--- src/sv/tos_pkg.sv ---
// Shared types and constants for the thrust overflow scaler.
package tos_pkg;

  localparam int unsigned NumLanes            = 8;
  localparam int unsigned ThrustW             = 16;
  localparam int unsigned MagW                = ThrustW + 1;
  localparam int unsigned LimitW              = 15;
  localparam int unsigned FractionBitsDefault = 16;

  localparam logic [LimitW-1:0] LimitReset = 15'd32767;

  typedef logic signed [ThrustW-1:0] thrust_t;
  typedef logic [MagW-1:0]           mag_t;

  // Sign and magnitude of every command in one set.
  typedef struct packed {
    logic [NumLanes-1:0] neg;
    mag_t [NumLanes-1:0] mag;
  } cmd_t;

endpackage

--- src/sv/tos_lane.sv ---
// One lane: magnitude times scale if ovf_i, then truncation and sign restore.
module tos_lane import tos_pkg::*; #(
  parameter int unsigned FracW = FractionBitsDefault
) (
  input  logic             clk_i,
  input  logic             en_i,
  input  mag_t             mag_i,
  input  logic             neg_i,
  input  logic [FracW-1:0] scale_i,
  input  logic             ovf_i,
  output thrust_t          res_o
);

  localparam int unsigned ProdW = MagW + FracW;

  logic [ProdW-1:0] prod_d, prod_q;
  mag_t             mag_q, shifted, m;
  logic             neg_q;
  thrust_t          res_d, res_q;

  assign prod_d = ProdW'(mag_i) * ProdW'(scale_i);

  // ovf_i belongs to the set now held in prod_q.
  always_comb begin
    shifted = MagW'(prod_q >> FracW);
    m       = ovf_i ? shifted : mag_q;
    res_d   = neg_q ? (~m[ThrustW-1:0] + ThrustW'(1)) : m[ThrustW-1:0];
  end

  always_ff @(posedge clk_i) begin
    if (en_i) begin
      prod_q <= prod_d;
      mag_q  <= mag_i;
      neg_q  <= neg_i;
      res_q  <= res_d;
    end
  end

  assign res_o = res_q;

endmodule

--- config.mk ---
export PLATFORM = sky130hd
export DESIGN_NAME = tos_lane
export DESIGN_NICKNAME = d
export VERILOG_FILES = /design/src/sv/tos_pkg.sv /design/src/sv/tos_lane.sv
export SDC_FILE = /design/constraint.sdc
export NUM_CORES = 1
export LEC_CHECK = 0
export BUFFER_PORTS_ARGS = -buffer_cell sky130_fd_sc_hd__buf_2
export CORE_ASPECT_RATIO = 0.5
export CORE_MARGIN = 1
export CORE_UTILIZATION = 60
export DETAILED_ROUTE_END_ITERATION = 10
export HOLD_SLACK_MARGIN = 0.15
export PLACE_DENSITY = 0.86
export SLEW_MARGIN = 40
export SYNTH_ARGS = -nofsm -noshare
export SYNTH_HDL_FRONTEND = slang
export SYNTH_SLANG_ARGS = --single-unit
--- constraint.sdc ---
create_clock -name clk_i -period 9.29 [get_ports clk_i]
set_input_delay 0 -clock clk_i [delete_from_list [all_inputs] [get_ports clk_i]]
set_output_delay 0 -clock clk_i [all_outputs]
set_load 0.005 [all_outputs]
==> results.txt <==
The post-cts gate resize count came out at 0. The post-synthesis sequential element count is just under 50. The largest net degree at the start of global routing came out at 50. The congestion estimate from routability-driven global placement came to 0.9782. The count of yosys warnings during synthesis came out at 0.

The highest clock rate is 0.1690 GHz. The post-route worst hold slack came out at 0.1668 ns. The standard cell core area came out at 17,530 sq um. The run finished with clean final reports.

The signal on the critical path passes through dlygate4sd3_1 > buf_2 > and2_1 > fa_1 > fa_1 > inv_1 > fa_1 > inv_1 > fa_1 > fa_1 > ha_1 > ha_1 > a21oi_1 > o2111ai_1 > a41oi_1 > mux2i_1 > a41oi_1 > o311ai_0. The root buffer cell chosen for the clock tree is sky130_fd_sc_hd__clkbuf_16. The via count of the first global-routing pass is roughly 8,800. The number of distinct library cell variants in the gate-level netlist after synthesis is 51. The worst setup path is captured at a flip-flop. The first global-routing pass estimated roughly 44,000 um of wire. The die height is 97.04 um. The post-route netlist has 5.405% of its cells at a drive strength greater than 1. The highest net fanout along the worst path came out at 17. TritonCTS built the clock tree. The path class of the tightest hold or removal check is in2reg. The kind of start point of the critical path is an input port. The largest single stage delay on the critical path is 0.56 ns. The required arrival time at the worst endpoint is 9.29 ns. Setup repair after global routing left no endpoint under its margin. CTS built an H-tree with a depth of 2. The worst pin sits at a relative slew slack of 49.28%. In the final routed layout, each cell accounts on average for 18.53 um. The global-route usage over all layers is 30.62%.

The post-CTS setup repair buffer count came out at 0. On the critical path the largest part of the delay comes from adder cells. Averaged over all synthesized cells, the footprint is 9.383 sq um. The total count of hold-check failures in the final report came out at 0.

The sum of net half-perimeters after detailed placement came out at 21,190 um. The slew of the pin with the lowest slew margin came out at 0.7608 ns. The most used flip-flop cell after synthesis is sky130_fd_sc_hd__edfxtp_1. Clock-pin slew was measured on the worst setup and hold paths at ~0.07 ns. The first-iteration detailed-routing DRC count is 660. The area added between synthesis and finish is 5.888%. The final wirelength is 26,280 um. The clock latency on the worst-skew pair is a little under 0.3 ns. The number of nets handed over by synthesis was 1,497. The gate count after technology mapping is between 1,000 and 1,500.

Input and output buffers added on the ports amount to 52. The clock period could shrink to between 5 and 6 ns. The area of the die came out at 18,640 sq um.

Sequential elements use between 10% and 20% of the synthesized area. The worst path uses 63.70% of the clock period. Summed over all failing endpoints, the final setup total negative slack is 0 ns. The number of enable flip-flop cells after synthesis is 49.

On the critical path, the stage with the largest delay is an instance of sky130_fd_sc_hd__fa_1. The critical path is of the in2reg type. Once the floorplan was initialized, standard cells occupied 61.84% of the core. The first TritonRoute pass finished after 5 iterations. The setup violation total in the final timing report came out at 0.

Leaving out fill and tap cells, the most frequent cell in the layout is sky130_fd_sc_hd__inv_1. The boundary pin count came out at 53. The total congestion overflow after global routing came out at 0. The post-synthesis instance area came out at approximately 11,000 sq um. The number of placed instances, taps included, is 1,399. The cell that appears most often on the critical path is sky130_fd_sc_hd__fa_1. The number of buffers on the longest clock path is 2. The final routed DRC violation total came out at 0. Clock skew on the completed layout was measured at 0.01117 ns.

The buffer and inverter count on the worst path is 4. The row count is 34. The max-slew violation count is 0. The layout net count is 1,525. The finished layout holds 1,418 standard cells, fillers aside. After detailed routing, the number of vias per cell comes to around 5.7. The critical path arrival is between 5 and 6 ns.

The total number of vias is 8,147. In the layout the commonest cells are sky130_fd_sc_hd__inv_1, sky130_fd_sc_hd__fa_1, sky130_fd_sc_hd__nand2_1. The number of max-cap violations is 0. The horizontal extent of the die came out at 192.1 um.

The CTS sink count is between 40 and 50. Counting the buffers created by CTS gives 5. The initial antenna violation count is 0. The proportion of synthesized flip-flops having asynchronous set or reset came out at 0%.

The number of nets still failing antenna checks after routing is 0. The final antenna diode count is 0.
per-layer routing:
metal | vias up | track usage, % | part of all wire [%]
li1 | 3624 | - | -
met1 | 4053 | 42.92 | 42
met2 | 407 | 48.82 | 46
met3 | 63 | 6.821 | 9.6
met4 | 0 | 6.905 | 2.1
met5 | - | 0 | 0
timing repair:
action,CTS,global route
setup endpoints to repair,0,0
endpoints found under the hold margin,11,0
hold buffers,11,0
synthesized netlist by cell type (4+ instances only):
master	count	area, sq um
sky130_fd_sc_hd__a21o_1	6	45.04
sky130_fd_sc_hd__a31oi_1	6	37.54
sky130_fd_sc_hd__o21a_1	4	30.03
sky130_fd_sc_hd__ha_1	99	1239
sky130_fd_sc_hd__clkbuf_1	38	142.6
sky130_fd_sc_hd__and2_1	133	832.1
sky130_fd_sc_hd__edfxtp_1	49	1471
sky130_fd_sc_hd__nor2_1	16	60.06
sky130_fd_sc_hd__o211ai_1	6	45.04
sky130_fd_sc_hd__xnor2_1	19	166.4
sky130_fd_sc_hd__a21oi_1	30	150.1
sky130_fd_sc_hd__fa_1	206	4124
sky130_fd_sc_hd__xor2_1	16	140.1
sky130_fd_sc_hd__nand3_1	6	30.03
sky130_fd_sc_hd__o21ai_0	22	110.1
sky130_fd_sc_hd__nand2_1	177	664.4
sky130_fd_sc_hd__inv_1	236	885.9
sky130_fd_sc_hd__mux2i_1	16	160.2
sky130_fd_sc_hd__nor3_1	17	85.08
sky130_fd_sc_hd__o31ai_1	4	30.03
sky130_fd_sc_hd__nand4_1	7	43.79
sky130_fd_sc_hd__o21ai_1	4	20.02
worst reg2reg max path, stage by stage, from the launching register on:
cell and delay [ns]:
sky130_fd_sc_hd__edfxtp_1 0.43, sky130_fd_sc_hd__nor3b_2 0.25, sky130_fd_sc_hd__o21ai_2 0.10, sky130_fd_sc_hd__or3_4 0.41
sky130_fd_sc_hd__or4b_1 0.55, sky130_fd_sc_hd__o21ai_1 0.19, sky130_fd_sc_hd__xor2_1 0.11
worst paths after layout:
kind,start,end,slack (ns),cells past startpoint
min,mag_i[7],mag_q[7],0.17,1
min reg2reg,mag_q[0],res_o[0],0.64,2
max,mag_i[10],prod_q[30],3.37,18
max reg2reg,prod_q[18],res_o[15],6.98,6
logic make-up (layout without fill, tap and decap cells):
| family | Yosys count | in the layout | share of synthesized area [%] |
|---|---|---|---|
| fa+ha+maj | 305 | 305 | 49.48 |
| compound gates | 99 | 99 | 5.634 |
| simple gates | 371 | 371 | 16.94 |
| mux | 18 | 18 | 1.789 |
| xor+xnor | 35 | 35 | 2.828 |
| flops | 49 | 49 | 13.58 |
| buf+inv | 278 | 307 | 9.755 |
metrics by stage:
step / utilization [%] / cell area (sq um) / worst slack (ns)
3_5_place_dp: 64.03 / 11220 / 3.640
2_1_floorplan: - / 10840 / 4.149
6_report: 65.48 / 11480 / 3.372
3_3_place_gp: 64.01 / 11220 / 3.701
4_1_cts: 65.48 / 11480 / 3.452
5_1_grt: 65.48 / 11480 / 3.081
registers in the layout (all words and copies together), names as in the netlist:
register / cells
mag_q: 16
prod_q: 16
res_o: 16
neg_q: 1
final cells by class:
type | instances | area [sq um]
clock buffer | 6 | 128.9
sequential | 49 | 1471
multi-input combinational | 828 | 8309
timing repair buffer | 63 | 372.9
fill | 1341 | 6051
clock inverter | 2 | 15.01
inverter | 236 | 885.9
tap | 234 | 292.8
Power is not shown: default switching activity piles up to over one toggle a cycle in this logic, so the estimate is an artifact.
