--- src/sv/tos_pkg.sv ---
// Shared types and constants for the thrust overflow scaler.
package tos_pkg;

  localparam int unsigned NumLanes            = 8;
  localparam int unsigned ThrustW             = 16;
  localparam int unsigned MagW                = ThrustW + 1;
  localparam int unsigned LimitW              = 15;
  localparam int unsigned FractionBitsDefault = 16;

  localparam logic [LimitW-1:0] LimitReset = 15'd32767;

  typedef logic signed [ThrustW-1:0] thrust_t;
  typedef logic [MagW-1:0]           mag_t;

  // Sign and magnitude of every command in one set.
  typedef struct packed {
    logic [NumLanes-1:0] neg;
    mag_t [NumLanes-1:0] mag;
  } cmd_t;

endpackage

--- src/sv/tos_div_step.sv ---
// One registered restoring step of the limit-over-peak scale divider.
module tos_div_step import tos_pkg::*; #(
  parameter int unsigned FracW = FractionBitsDefault
) (
  input  logic             clk_i,
  input  logic             en_i,
  input  mag_t             rem_i,
  input  mag_t             peak_i,
  input  logic [FracW-1:0] quo_i,
  output mag_t             rem_o,
  output mag_t             peak_o,
  output logic [FracW-1:0] quo_o
);

  logic [MagW:0]    dbl, diff;
  logic             ge;
  mag_t             rem_d, rem_q, peak_q;
  logic [FracW-1:0] quo_d, quo_q;

  // The dividend only brings down zeros below the limit, so each step doubles.
  always_comb begin
    dbl   = {rem_i, 1'b0};
    diff  = dbl - {1'b0, peak_i};
    ge    = dbl >= {1'b0, peak_i};
    rem_d = ge ? diff[MagW-1:0] : dbl[MagW-1:0];
    quo_d = {quo_i[FracW-2:0], ge};
  end

  always_ff @(posedge clk_i) begin
    if (en_i) begin
      rem_q  <= rem_d;
      peak_q <= peak_i;
      quo_q  <= quo_d;
    end
  end

  assign rem_o  = rem_q;
  assign peak_o = peak_q;
  assign quo_o  = quo_q;

endmodule

--- config.mk ---
export PLATFORM = sky130hd
export DESIGN_NAME = tos_div_step
export DESIGN_NICKNAME = d
export VERILOG_FILES = /design/src/sv/tos_pkg.sv /design/src/sv/tos_div_step.sv
export SDC_FILE = /design/constraint.sdc
export NUM_CORES = 1
export LEC_CHECK = 0
export ABC_CLOCK_PERIOD_IN_PS = 3200
export BUFFER_PORTS_ARGS = -buffer_cell sky130_fd_sc_hd__buf_4
export CORE_UTILIZATION = 46
export DETAILED_ROUTE_END_ITERATION = 10
export PLACE_DENSITY = 0.79
export SLEW_MARGIN = 30
export SYNTH_ARGS = -nofsm -noshare
export SYNTH_HDL_FRONTEND = slang
export SYNTH_SLANG_ARGS = --single-unit
--- constraint.sdc ---
create_clock -name clk_i -period 3.2 [get_ports clk_i]
set_input_delay 0.16 -clock clk_i [delete_from_list [all_inputs] [get_ports clk_i]]
set_output_delay 0.16 -clock clk_i [all_outputs]
set_load 0.05 [all_outputs]
==> qor.txt, run 1 <==
core area -> 0.00551 mm^2
final period utilization -> 78.8%
Synth area leader -> edfxtp_1
fin nets -> 375
fin crit period -> 2.52 ns
Synth top area share -> 57.0%
Buffers on Ports -> 100
Highest Clock Rate -> 396 MHz
post-synthesis sequential area ratio -> 57.0%
detailed-route via count -> 1933
switch share -> 34.8%
crit path max fanout -> 9
buffers and inverters on the worst path -> 3
Critical Path RT -> 3.25 ns
Critical-path top delay cell -> fa_1
Synth cell types -> 43
final worst slack -> 0.677 ns
Post-Syn Nets -> 268
cell seen most often among critical-path stages -> buf_4
Clock Path Buffers -> 2
EDFF count, synth -> 50
CTS tree -> done
DR vias/cell -> 5.13
Post-Place Cells -> 370
# H-tree levels -> 2
Hold Vio Cnt, Final -> 0
Reg clk slew, reported paths -> 0.09 ns
Setup TNS -> 0 ns
post-synthesis register bit count -> 50
Levels on crit path -> 10
vias in the first global route -> 1926
Mapped Cells -> 198
FFs w/ async S/R, synth -> 0%
chip height -> 77.7 um
Overflow after GRT -> 0
post-CTS setup buffer count -> 0
# DRC -> 0
commonest non-fill, non-tap cells in the layout -> 101 x buf_4, 50 x edfxtp_1, 22 x inv_1
unrepaired setup endpoints after global routing -> no
Leakage -> 1.60 nW
Synth-to-Final Area Change -> 34.9%
Avg Synthesized Cell Area -> 13.3 um^2
Hold Crit Class -> input port to register
Hold WS -> 0.0329 ns
post-route ant nets -> 0
Worst VDD drop -> 0.240 mV
initial antenna violation count -> 0
relative slew slack -> 59.2%
Avg WL per Cell -> 13.9 um
# setup viols final -> 0
layout cells sized above 1 -> 42.0%
# resized after CTS -> 0
Setup WS pre-CTS -> 0.352 ns
DP HPWL -> 4030 um
PwrDens -> 515 mW/mm^2
Worst EP arrival -> 2.57 ns
top cells by area, synth -> edfxtp_1 57%, ha_1 8.1%, inv_1 3.1%
worst-margin pin slew -> 0.612 ns
critical path's largest stage delay -> 0.46 ns
final wirelength -> 5250 um
Worst Setup EP -> rem_o[11]$_DFFE_PP_
Starting Density -> 47.9%
Psw -> 637 uW
first-pass GRT wire length -> 8580 um
row cnt -> 27
Yosys warning count -> 0
Post-Syn Area -> 0.00264 mm^2
status -> complete, no violations
Clock power frac -> 19.6%
Worst Setup SP -> rem_i[0]
Non-Filler Instances -> 377
Clock Root Buffer -> clkbuf_8
CTS Hold Buffers Added -> 0
Setup CP Type -> input port to register
CP startpoint kind -> input port
CTS buffer count -> 5
Die Wd -> 77.7 um
ANT cells -> 0
pin count of the biggest net entering global routing -> 51
die area -> 0.00604 mm^2
Design Power -> 1.83 mW
RD Place Congestion -> 0.867
worst-path cell chain -> buf_4 > inv_1 > fa_1 > and2b_1 > o2111ai_2 > a32oi_2 > a221oi_4 > o21ai_4 > buf_4 > mux2_4
initial detailed-routing violation count -> 79
max-cap violation count -> 0
drt first pass iters -> 4
commonest non-fill, non-tap cell in the layout -> buf_4
Comb pwr share -> 35.5%
Synth Flop Type -> edfxtp_1
Pint -> 1.19 mW
Seq pwr share -> 44.9%
Global Route Usage Sum -> 18.3%
# clock sinks -> 50
CP Capture Type -> register
Top delay family on crit path -> compound AO/OA/AOI/OAI gates
Final Max Tran Viols -> 0
# IOs -> 102
[per-stage QoR]
| stage | area, um^2 | util, % |
|---|---|---|
| after floorplan | 2640 | - |
| after global placement | 3470 | 63.1 |
| after detailed placement | 3470 | 63.1 |
| after CTS | 3560 | 64.6 |
| after global routing | 3560 | 64.6 |
| final | 3560 | 64.6 |
[state kept, by name, summed over array words and instances, names as in the netlist]
register and cells:
rem_o 17, quo_o 16, peak_o 17
[layer usage]
layer,routed length [um],GRT usage [%],part of all wire (%)
met4,131,9.43,2.5
met5,0,0,0
met2,2500,29.9,48
met3,406,4.12,7.7
met1,2220,22.8,42
[worst min-delay path by stage]
stage                         start                   to  slack (ns)  depth (start not counted)
final                     quo_i[13]  quo_o[14]$_DFFE_PP_        0.03                          1
after global routing      quo_i[13]  quo_o[14]$_DFFE_PP_        0.02                          1
after CTS                  quo_i[9]  quo_o[10]$_DFFE_PP_        0.03                          1
after detailed placement   quo_i[9]  quo_o[10]$_DFFE_PP_        0.34                          1
after global placement     quo_i[0]   quo_o[1]$_DFFE_PP_        0.34                          1
after floorplan           peak_i[0]  peak_o[0]$_DFFE_PP_        0.26                          0
[Yosys cell counts, drive strengths merged (2+ instances only)]
cell and instances:
o21a 4, o21ai 7, ha 17, nor3 2
a21o 8, nor2 9, nand2b 4, and2 2
inv 22, a21oi 12, a211o 2, xor2 7
mux2i 2, o211ai 3, mux2 12, edfxtp 50
nand3 2, nand2 10, xnor2 4
[power by group through the flow]
stage | sequential (mW) | clock [mW] | combinational (mW)
after detailed placement | 0.838 | 0 | 0.649
after CTS | 0.824 | 0.369 | 0.651
after floorplan | 1.08 | 0 | 0.205
after global routing | 0.829 | 0.392 | 0.690
final | 0.822 | 0.359 | 0.649
after global placement | 0.836 | 0 | 0.640
[final cells by class]
type	instances	area, um^2
Clock buffer	5	68.8
Inverter	22	82.6
Clock inverter	2	15.0
Fill cell	452	1950
Timing Repair Buffer	101	758
Tap cell	72	90.1
Multi-Input combinational cell	125	1040
Sequential cell	50	1500
[cells by family (layout without fill, tap and decap cells)]
kind of cell             after synthesis  after routing  share of synthesized area, %
AO/OA/AOI/OAI                         48             48                          14.1
XOR/XNOR                              11             11                          3.65
adder cells (fa/ha/maj)               18             18                          8.83
AND/OR/NAND/NOR                       34             34                          6.27
multiplexers                          14             14                          6.60
flip-flops                            50             50                          57.0
buffers and inverters                 23            130                          3.56
No activity file was read; power rests on OpenSTA's default activity.
==> run 2, diff against run 1 <==
Settings changed: ABC_CLOCK_PERIOD_IN_PS 3200 to 2100, CORE_UTILIZATION 46 to 44.
Clock period 3.2 ns to 2.1 ns, I/O delays scaled along.
==> run 2 against run 1 <==
  * Sequential cell count did not move
  * Critical path type unchanged
  * Critical path depth did not move
  * Largest power group unchanged
  * Die area increased by 4.4%
==> qor.txt, run 2 (synthesis results as in run 1) <==
ANT cells -> 0 (unchanged)
cell area after layout -> 0.00430 mm^2 (+21%)
pin count of the biggest net entering global routing -> 51 (unchanged)
chip height -> 79.4 um (+2.2%)
DP HPWL -> 4860 um (+21%)
Clock Root Buffer -> clkbuf_8
Top delay family on crit path -> compound AO/OA/AOI/OAI gates
Hold Vio Cnt, Final -> 0 (unchanged)
Setup CP Type -> input port to register
initial detailed-routing violation count -> 77 (-2.5%)
Area after DPL -> 0.00380 mm^2 (+9.4%)
# H-tree levels -> 2 (unchanged)
Design Power -> 3.13 mW (+71%)
switch share -> 33.0% (-1.8 points)
DR vias/cell -> 5.03 (-1.9%)
CP Capture Type -> register
Hold WS -> 0.0951 ns (+0.0622 ns)
CP startpoint kind -> input port
Non-Filler Instances -> 449 (+19%)
Global Route Usage Sum -> 23.0% (+4.6 points)
Overflow after GRT -> 0 (unchanged)
final wirelength -> 6990 um (+33%)
commonest non-fill, non-tap cells in the layout -> 137 x buf_4, 50 x edfxtp_1, 30 x dlygate4sd3_1
Seq pwr share -> 40.3% (-4.6 points)
buffers and inverters on the worst path -> 3 (unchanged)
fin nets -> 446 (+19%)
worst-margin pin slew -> 0.645 ns (+0.0329 ns)
commonest non-fill, non-tap cell in the layout -> buf_4
Highest Clock Rate -> 478 MHz
Final Max Tran Viols -> 0 (unchanged)
final core occ -> 76.1% (+12 points)
Clock Path Buffers -> 2 (unchanged)
# IOs -> 102 (unchanged)
first-pass GRT wire length -> 10900 um (+27%)
critical hold path startpoint -> peak_i[1]
final period utilization -> 99.7%
initial antenna violation count -> 0 (unchanged)
vias in the first global route -> 2325 (+21%)
# clock sinks -> 50 (unchanged)
Worst EP arrival -> 2.15 ns (-0.42 ns)
drt first pass iters -> 4 (unchanged)
detailed-route via count -> 2259 (+17%)
post-route ant nets -> 0 (unchanged)
Buffers on Ports -> 100 (unchanged)
Worst VDD drop -> 0.385 mV (+61%)
Pint -> 2.10 mW (+76%)
PwrDens -> 728 mW/mm^2 (+42%)
RD Place Congestion -> 0.851 (-1.8%)
Worst Setup SP -> rem_i[0]
layout cells sized above 1 -> 46.7% (+4.7 points)
Leakage -> 1.97 nW (+24%)
crit path max fanout -> 5 (-4)
Hold Crit Class -> input port to register
Critical-path top delay cell -> fa_2
CTS buffer count -> 5 (unchanged)
status -> complete, no violations
fin crit period -> 2.09 ns
CTS tree -> done
critical path's largest stage delay -> 0.37 ns (-0.09 ns)
row cnt -> 27 (unchanged)
Post-Place Cells -> 406 (+9.7%)
Synth-to-Final Area Change -> 62.9%
Reg clk slew, reported paths -> 0.09 ns (about the same)
Avg WL per Cell -> 15.6 um (+12%)
core area -> 0.00564 mm^2 (+2.5%)
Psw -> 1.03 mW (+62%)
# DRC -> 0 (unchanged)
Die Wd -> 79.4 um (+2.2%)
relative slew slack -> 57.0% (-2.2 points)
worst-path cell chain -> buf_8 > inv_4 > fa_2 > and2b_1 > o2111ai_2 > a32oi_2 > a221oi_4 > o21ai_4 > buf_6 > mux2_4
max-cap violation count -> 0 (unchanged)
unrepaired setup endpoints after global routing -> yes
# setup viols final -> 0 (unchanged)
Critical Path RT -> 2.16 ns (-1.09 ns)
Starting Density -> 46.7% (-1.1 points)
Comb pwr share -> 38.1% (+2.6 points)
die area -> 0.00631 mm^2 (+4.4%)
Layout fillers -> 357 (-21%)
Clock power frac -> 21.6% (+2.0 points)
-- run 2: cell count changes in the layout (fill, tap and decap cells not counted), sizes merged --
| cell | before | now |
|---|---|---|
| buf | 101 | 142 |
| bufinv | 0 | 1 |
| clkinvlp | 2 | 1 |
| dlygate4sd3 | 0 | 30 |
| clkbuf | 5 | 6 |
-- run 2: layer usage --
| metal | vias up | routed length [um] | track usage (%) |
|---|---|---|---|
| met5 | - | 0 | 0 |
| met4 | 0 | 45 | 5.82 |
| met3 | 4 | 283 | 3.89 |
| met2 | 77 | 3670 | 42.2 |
| met1 | 1086 | 2990 | 27.6 |
| li1 | 1092 | - | - |
-- run 2: power groups by stage --
stage | logic [mW] | clock network, mW | registers [mW]
after global placement | 1.08 | 0 | 1.28
after CTS | 1.15 | 0.692 | 1.26
after global routing | 1.26 | 0.733 | 1.27
after floorplan | 0.323 | 0 | 1.65
after detailed placement | 1.10 | 0 | 1.28
final | 1.19 | 0.676 | 1.26
-- run 2: what timing repair did --
action / 4_1_cts / 5_1_grt
hold endpoints to repair: 29 / 1
endpoints found under the setup margin: 3 / 13
gates cloned: 0 / 0
buffers inserted: 1 / 4
pin swaps: 2 / 6
hold buffers: 29 / 1
gates resized for setup: 0 / 14
-- run 2: layout make-up --
type	instances	area, um^2	area share [%]
multi-input combinational	125	1110	25.9
tap	72	90.1	2.10
timing repair buffer	172	1400	32.5
sequential	50	1500	35.0
clock buffer	6	72.6	1.69
inverter	22	85.1	1.98
clock inverter	2	37.5	0.874
-- run 2: path summary, 6_finish.rpt --
kind	to	cells after the start
worst min-delay path	peak_o[1]$_DFFE_PP_	2
worst max-delay path	rem_o[12]$_DFFE_PP_	10
-- run 2: per-stage QoR --
step	setup TNS [ns]	setup slack [ns]
6_report	0	0.00655
5_1_grt	-0.408	-0.0444
4_1_cts	0	0.00383
3_5_place_dp	-4.20	-0.323
3_3_place_gp	-3.88	-0.302
2_1_floorplan	-1.95	-0.235
