<file path="src/sv/tos_pkg.sv">
// Shared types and constants for the thrust overflow scaler.
package tos_pkg;

  localparam int unsigned NumLanes            = 8;
  localparam int unsigned ThrustW             = 16;
  localparam int unsigned MagW                = ThrustW + 1;
  localparam int unsigned LimitW              = 15;
  localparam int unsigned FractionBitsDefault = 16;

  localparam logic [LimitW-1:0] LimitReset = 15'd32767;

  typedef logic signed [ThrustW-1:0] thrust_t;
  typedef logic [MagW-1:0]           mag_t;

  // Sign and magnitude of every command in one set.
  typedef struct packed {
    logic [NumLanes-1:0] neg;
    mag_t [NumLanes-1:0] mag;
  } cmd_t;

endpackage

</file>
<file path="src/sv/tos_peak.sv">
// Per-lane magnitude and a registered max tree that finds the peak and the overflow flag.
module tos_peak import tos_pkg::*; (
  input  logic                      clk_i,
  input  logic                      en_i,
  input  thrust_t [NumLanes-1:0]    thrust_i,
  input  logic    [LimitW-1:0]      limit_i,
  output cmd_t                      cmd_o,
  output mag_t                      peak_o,
  output logic                      ovf_o
);

  function automatic mag_t mag_max(input mag_t a, input mag_t b);
    return (a > b) ? a : b;
  endfunction

  cmd_t       cmd_d, cmd_q;
  mag_t [1:0] pair_d, pair_q;
  mag_t       peak_d, peak_q;
  logic       ovf_d, ovf_q;

  always_comb begin
    for (int i = 0; i < NumLanes; i++) begin
      cmd_d.neg[i] = thrust_i[i][ThrustW-1];
      cmd_d.mag[i] = cmd_d.neg[i] ? ({1'b0, ~thrust_i[i]} + MagW'(1))
                                  : {1'b0, thrust_i[i]};
    end
  end

  // Each half of the lanes reduces to one value, then the halves meet.
  always_comb begin
    pair_d[0] = mag_max(mag_max(cmd_q.mag[0], cmd_q.mag[1]),
                        mag_max(cmd_q.mag[2], cmd_q.mag[3]));
    pair_d[1] = mag_max(mag_max(cmd_q.mag[4], cmd_q.mag[5]),
                        mag_max(cmd_q.mag[6], cmd_q.mag[7]));
    peak_d    = mag_max(pair_q[0], pair_q[1]);
    ovf_d     = peak_d > MagW'(limit_i);
  end

  always_ff @(posedge clk_i) begin
    if (en_i) begin
      cmd_q  <= cmd_d;
      pair_q <= pair_d;
      peak_q <= peak_d;
      ovf_q  <= ovf_d;
    end
  end

  assign cmd_o  = cmd_q;
  assign peak_o = peak_q;
  assign ovf_o  = ovf_q;

endmodule

</file>
<file path="config.mk">
export PLATFORM = sky130hd
export DESIGN_NAME = tos_peak
export DESIGN_NICKNAME = d
export VERILOG_FILES = /design/src/sv/tos_pkg.sv /design/src/sv/tos_peak.sv
export SDC_FILE = /design/constraint.sdc
export NUM_CORES = 1
export LEC_CHECK = 0
export BUFFER_PORTS_ARGS = -buffer_cell sky130_fd_sc_hd__buf_2
export CAP_MARGIN = 15
export CORE_MARGIN = 3
export CORE_UTILIZATION = 55
export DETAILED_ROUTE_END_ITERATION = 7
export GPL_ROUTABILITY_DRIVEN = 0
export MAX_ROUTING_LAYER = met4
export PLACE_DENSITY_LB_ADDON = 0.05
export SYNTH_ARGS = -nofsm -noshare
export SYNTH_HDL_FRONTEND = slang
export SYNTH_SLANG_ARGS = --single-unit
</file>
<file path="constraint.sdc">
create_clock -name clk_i -period 7.9 [get_ports clk_i]
set_input_delay 1.58 -clock clk_i [delete_from_list [all_inputs] [get_ports clk_i]]
set_output_delay 1.58 -clock clk_i [all_outputs]
set_load 0.005 [all_outputs]
</file>
==> results of run 1 <==
path summary, 6_finish.rpt:
kind / start / endpoint / slack [ns] / cells past startpoint
max: cmd_o[38] / pair_q[7] / 2.92 / 14
min: pair_q[12] / peak_o[12] / 0.64 / 2
max reg2reg: cmd_o[38] / pair_q[7] / 2.92 / 14
min reg2reg: pair_q[12] / peak_o[12] / 0.64 / 2
routing by layer:
metal  track usage, %  up-vias  routed length, um
met1             35.9     4706              14900
met2             37.9      373              14100
li1                 -     4916                  -
met3             5.61       40               2480
met4             6.84        0                614
met5                -        -                  0
through the flow:
step                power [mW]  util (%)  instances  cell area (um2)  setup WS, ns
floorplan                 2.26         -       1181            12900          3.87
global placement          2.67      64.7       1782            14700          3.02
detailed placement        2.71      64.7       1782            14700          2.89
CTS                       3.58      67.2       1813            15300          2.90
global route              3.80      67.2       1814            15300          2.53
finish                    3.57      67.2       1814            15300          2.92
layout make-up:
type                       count  area, um2
antenna                        1       2.50
clock buffer                  17        425
clock inverter                14        151
fill                        1819       7460
inverter                     155        582
multi-input combinational    809       6310
sequential                   196       5890
tap                          313        392
timing repair buffer         309       1560
where the power goes:
group	switching, mW	internal (mW)	total (mW)
clock network	0.407	0.470	0.876
logic	0.690	0.534	1.22
registers	0.106	1.37	1.47
total	1.20	2.37	3.57
cells by family (layout without fill, tap and decap cells):
family	after synthesis	after routing
and+or+nand+nor	246	246
AOI/OAI and AO/OA	204	204
DFF	196	196
buffers and inverters	176	495
adders and majority gates	142	142
muxes	105	105
xor gates and xnor gates	104	104
other	1	9
state kept, by name (all words and copies together) (netlist names):
name and count:
pair_q 34, peak_o 17, cmd_o 144, ovf_o 1
worst max-delay path: stages, from the launching register on:
cell and delay (ns):
edfxtp_1 0.42, ha_1 0.34, and3_4 0.21, o21ai_1 0.08
a311oi_2 0.29, nor3_2 0.09, a211oi_4 0.83, mux2i_1 0.39
ha_1 0.31, a21o_1 0.19, a21o_1 0.16, a21oi_1 0.18
o211ai_1 0.12, o21ai_2 0.85, mux2i_1 0.21
synth_stat cells (all sizes together) (4+ instances only):
cell type  number
mux2i         103
nor4           13
edfxtp        196
o21bai          4
clkbuf         12
or4             8
nor2           34
nand3          28
and3            4
nor2b           5
a211oi          5
a21oi          45
nand2          86
o41ai          16
nor3           15
or2             4
o31ai          34
nand4          24
o211ai          5
a21o           14
inv           155
nand2b         14
o21ai          67
ha            142
buf             9
xnor2         102
==> results.toml, run 1 <==
[run_status]
status = "finished, final reports clean"

[clocking]
cts_resized = 0
cts_made_buffers = 17
cts_setup_buffers = 0
tritoncts = "yes"
cts-root-buf = "clkbuf_16"
cts.sinks = 196
clk_latency_ns = 0.43
clkSlewWorstSetupHoldPaths_ns = 0.08
clock_path_buffers = 2
hold_buffers = 0
htreeDepth = 4

[floorplanning]
num_rows = 55
die_h_um = 159
start_util_pct = 56.4
die_w_um = 159
io_pins = 307
core_um2 = 22800
die-area_um2 = 25200

[timing]
fmax_mhz = 201
holdWs_ns = 0.636
fin_crit_sh_pct = 63.0
finalSetupViolCount = 0
rsz0062_at_grt = "no"
fin_crit_ns = 4.98
finalHoldViolCount = 0
worstMarginPinSlew_ns = 1.10
timing.setup.tns_ns = 0
maxSlewHeadroom_pct = 27.0
drv_slew = 0
clock-skew-final_ns = 0.0103

[grt]
gr-total-overflow = 0
grt_pass1_vias = 9421
antenna_found_initial = 1
grt_start_max_net_pins = 106
grt_pass1_wl_mm = 49.9
gr-usage-all-layers_pct = 25.6

[synth]
synth_cells = 1174
synth_edf_count = 196
synth.ff_latch_count = 196
syn_avg_cell_area_um2 = 10.9
synth_xor_xnor_area_share_pct = 7.09
synth_area_leader_cell = "edfxtp_1"
synth_ff_type = "edfxtp_1"
synth_top_cell_area_share_pct = 45.8
yosysSeqAreaShare_pct = 45.8
yosysWarnings = 0
synth_top_family_by_area = "adder cells"
synth_area_um2 = 12900
synth-simple-area-share_pct = 9.60
synthArstFlopShare_pct = 0
synth.distinct_cells = 54
synthMuxAreaShare_pct = 8.20
synth.top_cells.by_area = "edfxtp_1 (46%), ha_1 (14%), mux2i_1 (8.0%)"
synthAdderAreaFrac_pct = 13.8
synth_compound_gate_area_share_pct = 10.1

[final_layout]
mostFrequentLayoutCell = "buf_2"
final_nets = 1775
final_cell_mix = "buf_2 (305), edfxtp_1 (196), inv_1 (155)"
area_growth_pct = 19.1
layout-drive-gt1-share_pct = 23.4

[critical_path]
critPathArrivalTime_ns = 5.11
cp_max_fo = 17
start_kind = "flop"
critPathCaptureType = "flop"
criticalPathCategory = "reg -> reg"
worstPathRequired_ns = 8.03

[drt]
wirelength_mm = 32.1
wire_per_inst_um = 17.7
vias_per_cell = 5.53
firstDrtPassIters = 5
num_vias = 10000
first_iter_violations = 699
ant_nets = 0
route.detailed.drc = 0

[pwr]
irDropWorstVdd_mv = 0.152
cellPowerDensity_nw_per_um2 = 233
p_leak_nw = 7.00

[run]
timing.max_cap.violations = 0

[hold_path]
min_path_type = "reg -> reg"

[placed_design]
portBuffers = 306
dp_hpwl_mm = 25.8
No activity file was read; power rests on OpenSTA's default activity.
==> run 2, diff against run 1 <==
clock period = 5 ns   (was 7.9 ns; I/O delays follow)
==> run 2 against run 1 <==
- maximum frequency rose by 11%
- first-iteration DRC count fell by 13%
- non-clock buffer count rose by 8
- worst hold slack improved by 0.013 ns
- cell count rose by 0.50%
- critical path depth rose by 2
- routed wire length fell by 0.40%
- clock power rose by 50%
- global-route usage rose by 0.19 points
- register-to-register slack got worse by 2.4 ns
- sequential power rose by 59%
- via count fell by 0.37%
- critical path type unchanged
==> results.toml, run 2 (same netlist as run 1, synthesis figures left out) <==
[pwr]
p_leak_nw = 7.04
power_frac_seq_pct = 41.7
cellPowerDensity_nw_per_um2 = 364
p_clk_share_pct = 23.4
fin_total_pwr_mw = 5.59
p_int_mw = 3.68
p_sw_mw = 1.92
swShare_pct = 34.3
irDropWorstVdd_mv = 0.234
combinationalPowerShare_pct = 34.9

[clocking]
cts_setup_buffers = 0
hold_buffers = 0
clock_path_buffers = 2
clkSlewWorstSetupHoldPaths_ns = 0.08
htreeDepth = 4
cts-root-buf = "clkbuf_16"
cts_made_buffers = 17
clk_latency_ns = 0.44
cts.sinks = 196
tritoncts = "yes"
cts_resized = 0

[final_layout]
multi_input_area_um2 = 6310
final_nets = 1783
ff_latch_area_um2 = 5890
mostFrequentLayoutCell = "buf_2"
fin_util_pct = 67.4
largest_reg_flops = 144
area_growth_pct = 19.5
final_cell_mix = "buf_2 (305), edfxtp_1 (196), inv_1 (155)"
nFillCells = 1796
layout-drive-gt1-share_pct = 23.9

[timing]
holdWs_ns = 0.649
timing.setup.tns_ns = 0
rsz0062_at_grt = "no"
layout_setup_ws_ns = 0.524
maxSlewHeadroom_pct = 38.3
fin_crit_ns = 4.48
fin_crit_sh_pct = 89.5
finalHoldViolCount = 0
drv_slew = 0
worstMarginPinSlew_ns = 0.926
clock-skew-final_ns = 0.0169
finalSetupViolCount = 0
fmax_mhz = 223

[critical_path]
slowest_delay_ns = 0.53
path_delay_family = "compound AO/OA/AOI/OAI gates"
critPathCaptureType = "flop"
timing.rr.end = "pair_q[5]"
worstPathRequired_ns = 5.26
start_kind = "flop"
criticalPathCategory = "reg -> reg"
reg2reg_slack_ns = 0.52
reg2reg_depth = 16
crit_chain = "inv_1 > ha_1 > and3_4 > o21ai_1 > a311oi_2 > nor3_2 > a211oi_4 > mux2i_1 > ha_1 > a21o_1 > a21o_1 > a21oi_1 > o211ai_1 > o21ai_2 > buf_4 > mux2i_1"
cpMaxStageDelayCell = "mux2i_1"
cp_max_fo = 17
cp.depth = 16
critPathArrivalTime_ns = 4.73
path_buf_inv = 2
reg2reg_from = "cmd_o[55]"

[drt]
wirelength_mm = 32.0
first_iter_violations = 609
route.detailed.drc = 0
ant_nets = 0
wire_per_inst_um = 17.5
vias_per_cell = 5.48
firstDrtPassIters = 5
num_vias = 9998

[run_status]
status = "finished, final reports clean"

[grt]
antenna_found_initial = 1
grt_pass1_vias = 9920
grt_pass1_wl_mm = 50.7
gr-total-overflow = 0
gr-usage-all-layers_pct = 25.8
grt_start_max_net_pins = 98

[floorplanning]
die_h_um = 159
die_w_um = 159
core_um2 = 22800
die-area_um2 = 25200
io_pins = 307
num_rows = 55
start_util_pct = 56.4

[hold_path]
holdPathStages = 1
min-delay-start = "pair_q[33]"
min_path_type = "reg -> reg"
hold_end = "peak_o[16]"

[placed_design]
post-place-ws_ns = 0.691
portBuffers = 306
dp_hpwl_mm = 25.8

[run]
timing.max_cap.violations = 0
run 2: how the worst max path moves through the flow:
stage / slack [ns] / endpoint / startpoint
2_1_floorplan: 0.97 / pair_q[23] / cmd_o[84]
3_3_place_gp: 0.76 / pair_q[1] / cmd_o[55]
5_1_grt: 0.30 / ovf_o / pair_q[7]
3_5_place_dp: 0.69 / pair_q[1] / cmd_o[55]
6_report: 0.52 / pair_q[5] / cmd_o[55]
4_1_cts: 0.56 / pair_q[1] / cmd_o[55]
run 2: through the flow:
stage / instance area, um2 / std cells
finish: 15400 / 1823
global route: 15400 / 1822
CTS: 15400 / 1821
detailed placement: 14800 / 1790
global placement: 14800 / 1790
floorplan: 12900 / 1181
run 2: layout make-up:
cell class | instances | share of cell area, %
Tap cell | 313 | 2.55
Inverter | 155 | 3.79
Clock buffer | 17 | 2.77
Clock inverter | 14 | 0.806
Antenna cell | 2 | 0.0326
Sequential cell | 196 | 38.3
Multi-Input combinational cell | 809 | 41.1
Timing Repair Buffer | 317 | 10.6
run 2: power by group through the flow:
| stage | Sequential [mW] | Combinational, mW | Clock [mW] |
|---|---|---|---|
| floorplan | 2.32 | 1.25 | 0 |
| global placement | 2.37 | 1.88 | 0 |
| detailed placement | 2.37 | 1.94 | 0 |
| CTS | 2.33 | 1.96 | 1.33 |
| global route | 2.36 | 2.21 | 1.40 |
| finish | 2.33 | 1.95 | 1.31 |
run 2: metal layers:
layer  part of all wire, %  track usage, %
met3                   7.6            5.11
met1                    46            35.0
met4                   1.4            5.65
met2                    45            40.6
met5                     0               -
==> run 3, diff against run 2 <==
CORE_UTILIZATION = 50   (was 55)
CTS_BUF_LIST = sky130_fd_sc_hd__clkbuf_4 sky130_fd_sc_hd__clkbuf_8   (was not set)
==> run 3 against run 2 <==
- sequential cell count is the same
- first-iteration DRC count increased by 15%
- global-route usage shrank 1.8 points
- non-clock buffer count down 1
- cell count rose by 0.82%
- worst setup slack improved by 0.19 ns
- die area is 9.6% higher
- maximum frequency is 4.3% higher
- count of clock-buffer cells in the layout up 1
- routed wire length rose by 2.1%
- clock skew shrank 0.0011 ns
- via count down 0.70%
- critical endpoint is now pair_q[32]
==> results.toml, run 3 (same netlist as run 1, synthesis figures left out) <==
[run_status]
status = "finished, final reports clean"

[floorplanning]
start_util_pct = 50.9
die_h_um = 166
die-area_um2 = 27700
io_pins = 307
die_w_um = 166
core_um2 = 25300
num_rows = 58

[placed_design]
portBuffers = 306
dp.cells = 1806
dp_hpwl_mm = 26.3
place_area_um2 = 14800

[clocking]
hold_buffers = 0
htreeDepth = 4
cts_setup_buffers = 0
cts-root-buf = "clkbuf_8"
cts_resized = 0
cts_made_buffers = 17
clk_latency_ns = 0.47
clkSlewWorstSetupHoldPaths_ns = 0.10
tritoncts = "yes"
cts.sinks = 196
clock_path_buffers = 2

[drt]
first_iter_violations = 702
vias_per_cell = 5.40
wirelength_mm = 32.6
route.detailed.drc = 0
ant_nets = 0
wire_per_inst_um = 17.8
firstDrtPassIters = 5
num_vias = 9928

[timing]
finalSetupViolCount = 0
clock-skew-final_ns = 0.0159
maxSlewHeadroom_pct = 30.0
finalHoldViolCount = 0
worstMarginPinSlew_ns = 1.05
fin_crit_sh_pct = 85.8
fin_crit_ns = 4.29
rsz0062_at_grt = "no"
drv_slew = 0
timing.setup.tns_ns = 0
fmax_mhz = 233

[critical_path]
criticalPathCategory = "reg -> reg"
start_kind = "flop"
cp-startpoint = "cmd_o[84]"
critPathCaptureType = "flop"
reg2reg_depth = 16
timing.rr.end = "pair_q[32]"
critPathArrivalTime_ns = 4.59
worstPathRequired_ns = 5.30
reg2reg_slack_ns = 0.71
reg2reg_from = "cmd_o[84]"
cpMaxStageDelayCell = "a21o_1"
cp_max_fo = 13
crit_chain = "ha_1 > a21oi_1 > o21ai_0 > a2111oi_0 > a21o_1 > buf_4 > mux2i_1 > inv_1 > ha_1 > a21oi_1 > o21ai_0 > nand2b_1 > a31oi_1 > o21ai_2 > buf_12 > mux2i_1"
slowest_delay_ns = 0.50

[final_layout]
largest_reg_flops = 144
final_nets = 1782
nFillCells = 2232
design_area_um2 = 15200
fin_cells = 1838
area_growth_pct = 18.2
mostFrequentLayoutCell = "buf_2"
layout-drive-gt1-share_pct = 23.7
final_cell_mix = "buf_2 (305), edfxtp_1 (196), inv_1 (155)"
antenna-diode-count = 0

[grt]
grt_pass1_vias = 9654
gr-total-overflow = 0
gr-usage-all-layers_pct = 24.0
grt_start_max_net_pins = 117
grt_pass1_wl_mm = 51.2
antenna_found_initial = 0

[hold_path]
min_path_type = "reg -> reg"
holdPathStages = 1
hold_end = "peak_o[15]"
min-delay-start = "pair_q[32]"

[pwr]
cellPowerDensity_nw_per_um2 = 345
irDropWorstVdd_mv = 0.197
fin_total_pwr_mw = 5.25
p_leak_nw = 6.95

[run]
timing.max_cap.violations = 0
==> run 3: cell count changes in the layout (fill, tap and decap cells not counted), moves of 2 or more <==
cell / delta
buf_12: +2
buf_4: -3
clkbuf_16: -17
clkbuf_8: +17
clkinv_1: +3
diode_2: -2
==> run 3: how the worst max path moves through the flow <==
stage	to	slack, ns
floorplan	pair_q[23]	0.97
global placement	pair_q[31]	0.82
detailed placement	pair_q[32]	0.72
CTS	pair_q[32]	0.68
global route	pair_q[32]	0.37
finish	pair_q[32]	0.71
==> run 3: where the power goes <==
group          switching [mW]  leakage [nW]  total (mW)  internal, mW
clock network           0.604         0.175       0.961         0.357
registers               0.182          1.92        2.34          2.16
logic                    1.07          4.86        1.95         0.872
==> run 3: metrics by stage <==
| step | hold slack (ns) | setup WS [ns] | util, % |
|---|---|---|---|
| after global placement | 0.634 | 0.821 | 58.8 |
| after global routing | 0.682 | 0.373 | 60.2 |
| after detailed placement | 0.648 | 0.722 | 58.8 |
| final | 0.665 | 0.710 | 60.2 |
| after CTS | 0.672 | 0.682 | 60.2 |
| after floorplan | 0.553 | 0.967 | - |
==> run 3: critical path, delay by kind of cell (launching register included) <==
kind / cells / cell delay, ns
AOI/OAI and AO/OA: 8 / 1.84
adders and majority gates: 2 / 0.68
buffers and inverters: 3 / 0.57
DFF: 1 / 0.42
muxes: 2 / 0.55
and+or+nand+nor: 1 / 0.07
==> run 3: area by class of cell <==
class | instances | area, um2 | area share (%)
clock buffers | 18 | 241 | 1.59
clock inverters | 14 | 106 | 0.700
inverters | 155 | 582 | 3.83
multi-input cells | 809 | 6310 | 41.6
flip-flops and latches | 196 | 5890 | 38.7
well taps | 330 | 413 | 2.72
repair buffers | 316 | 1650 | 10.9
==> run 3: layer usage <==
layer	vias to the layer above	routed length [um]	track usage (%)
met5	-	0	-
met4	0	352	4.38
met3	25	2430	5.28
met2	324	14500	36.1
met1	4657	15400	34.0
li1	4922	-	-
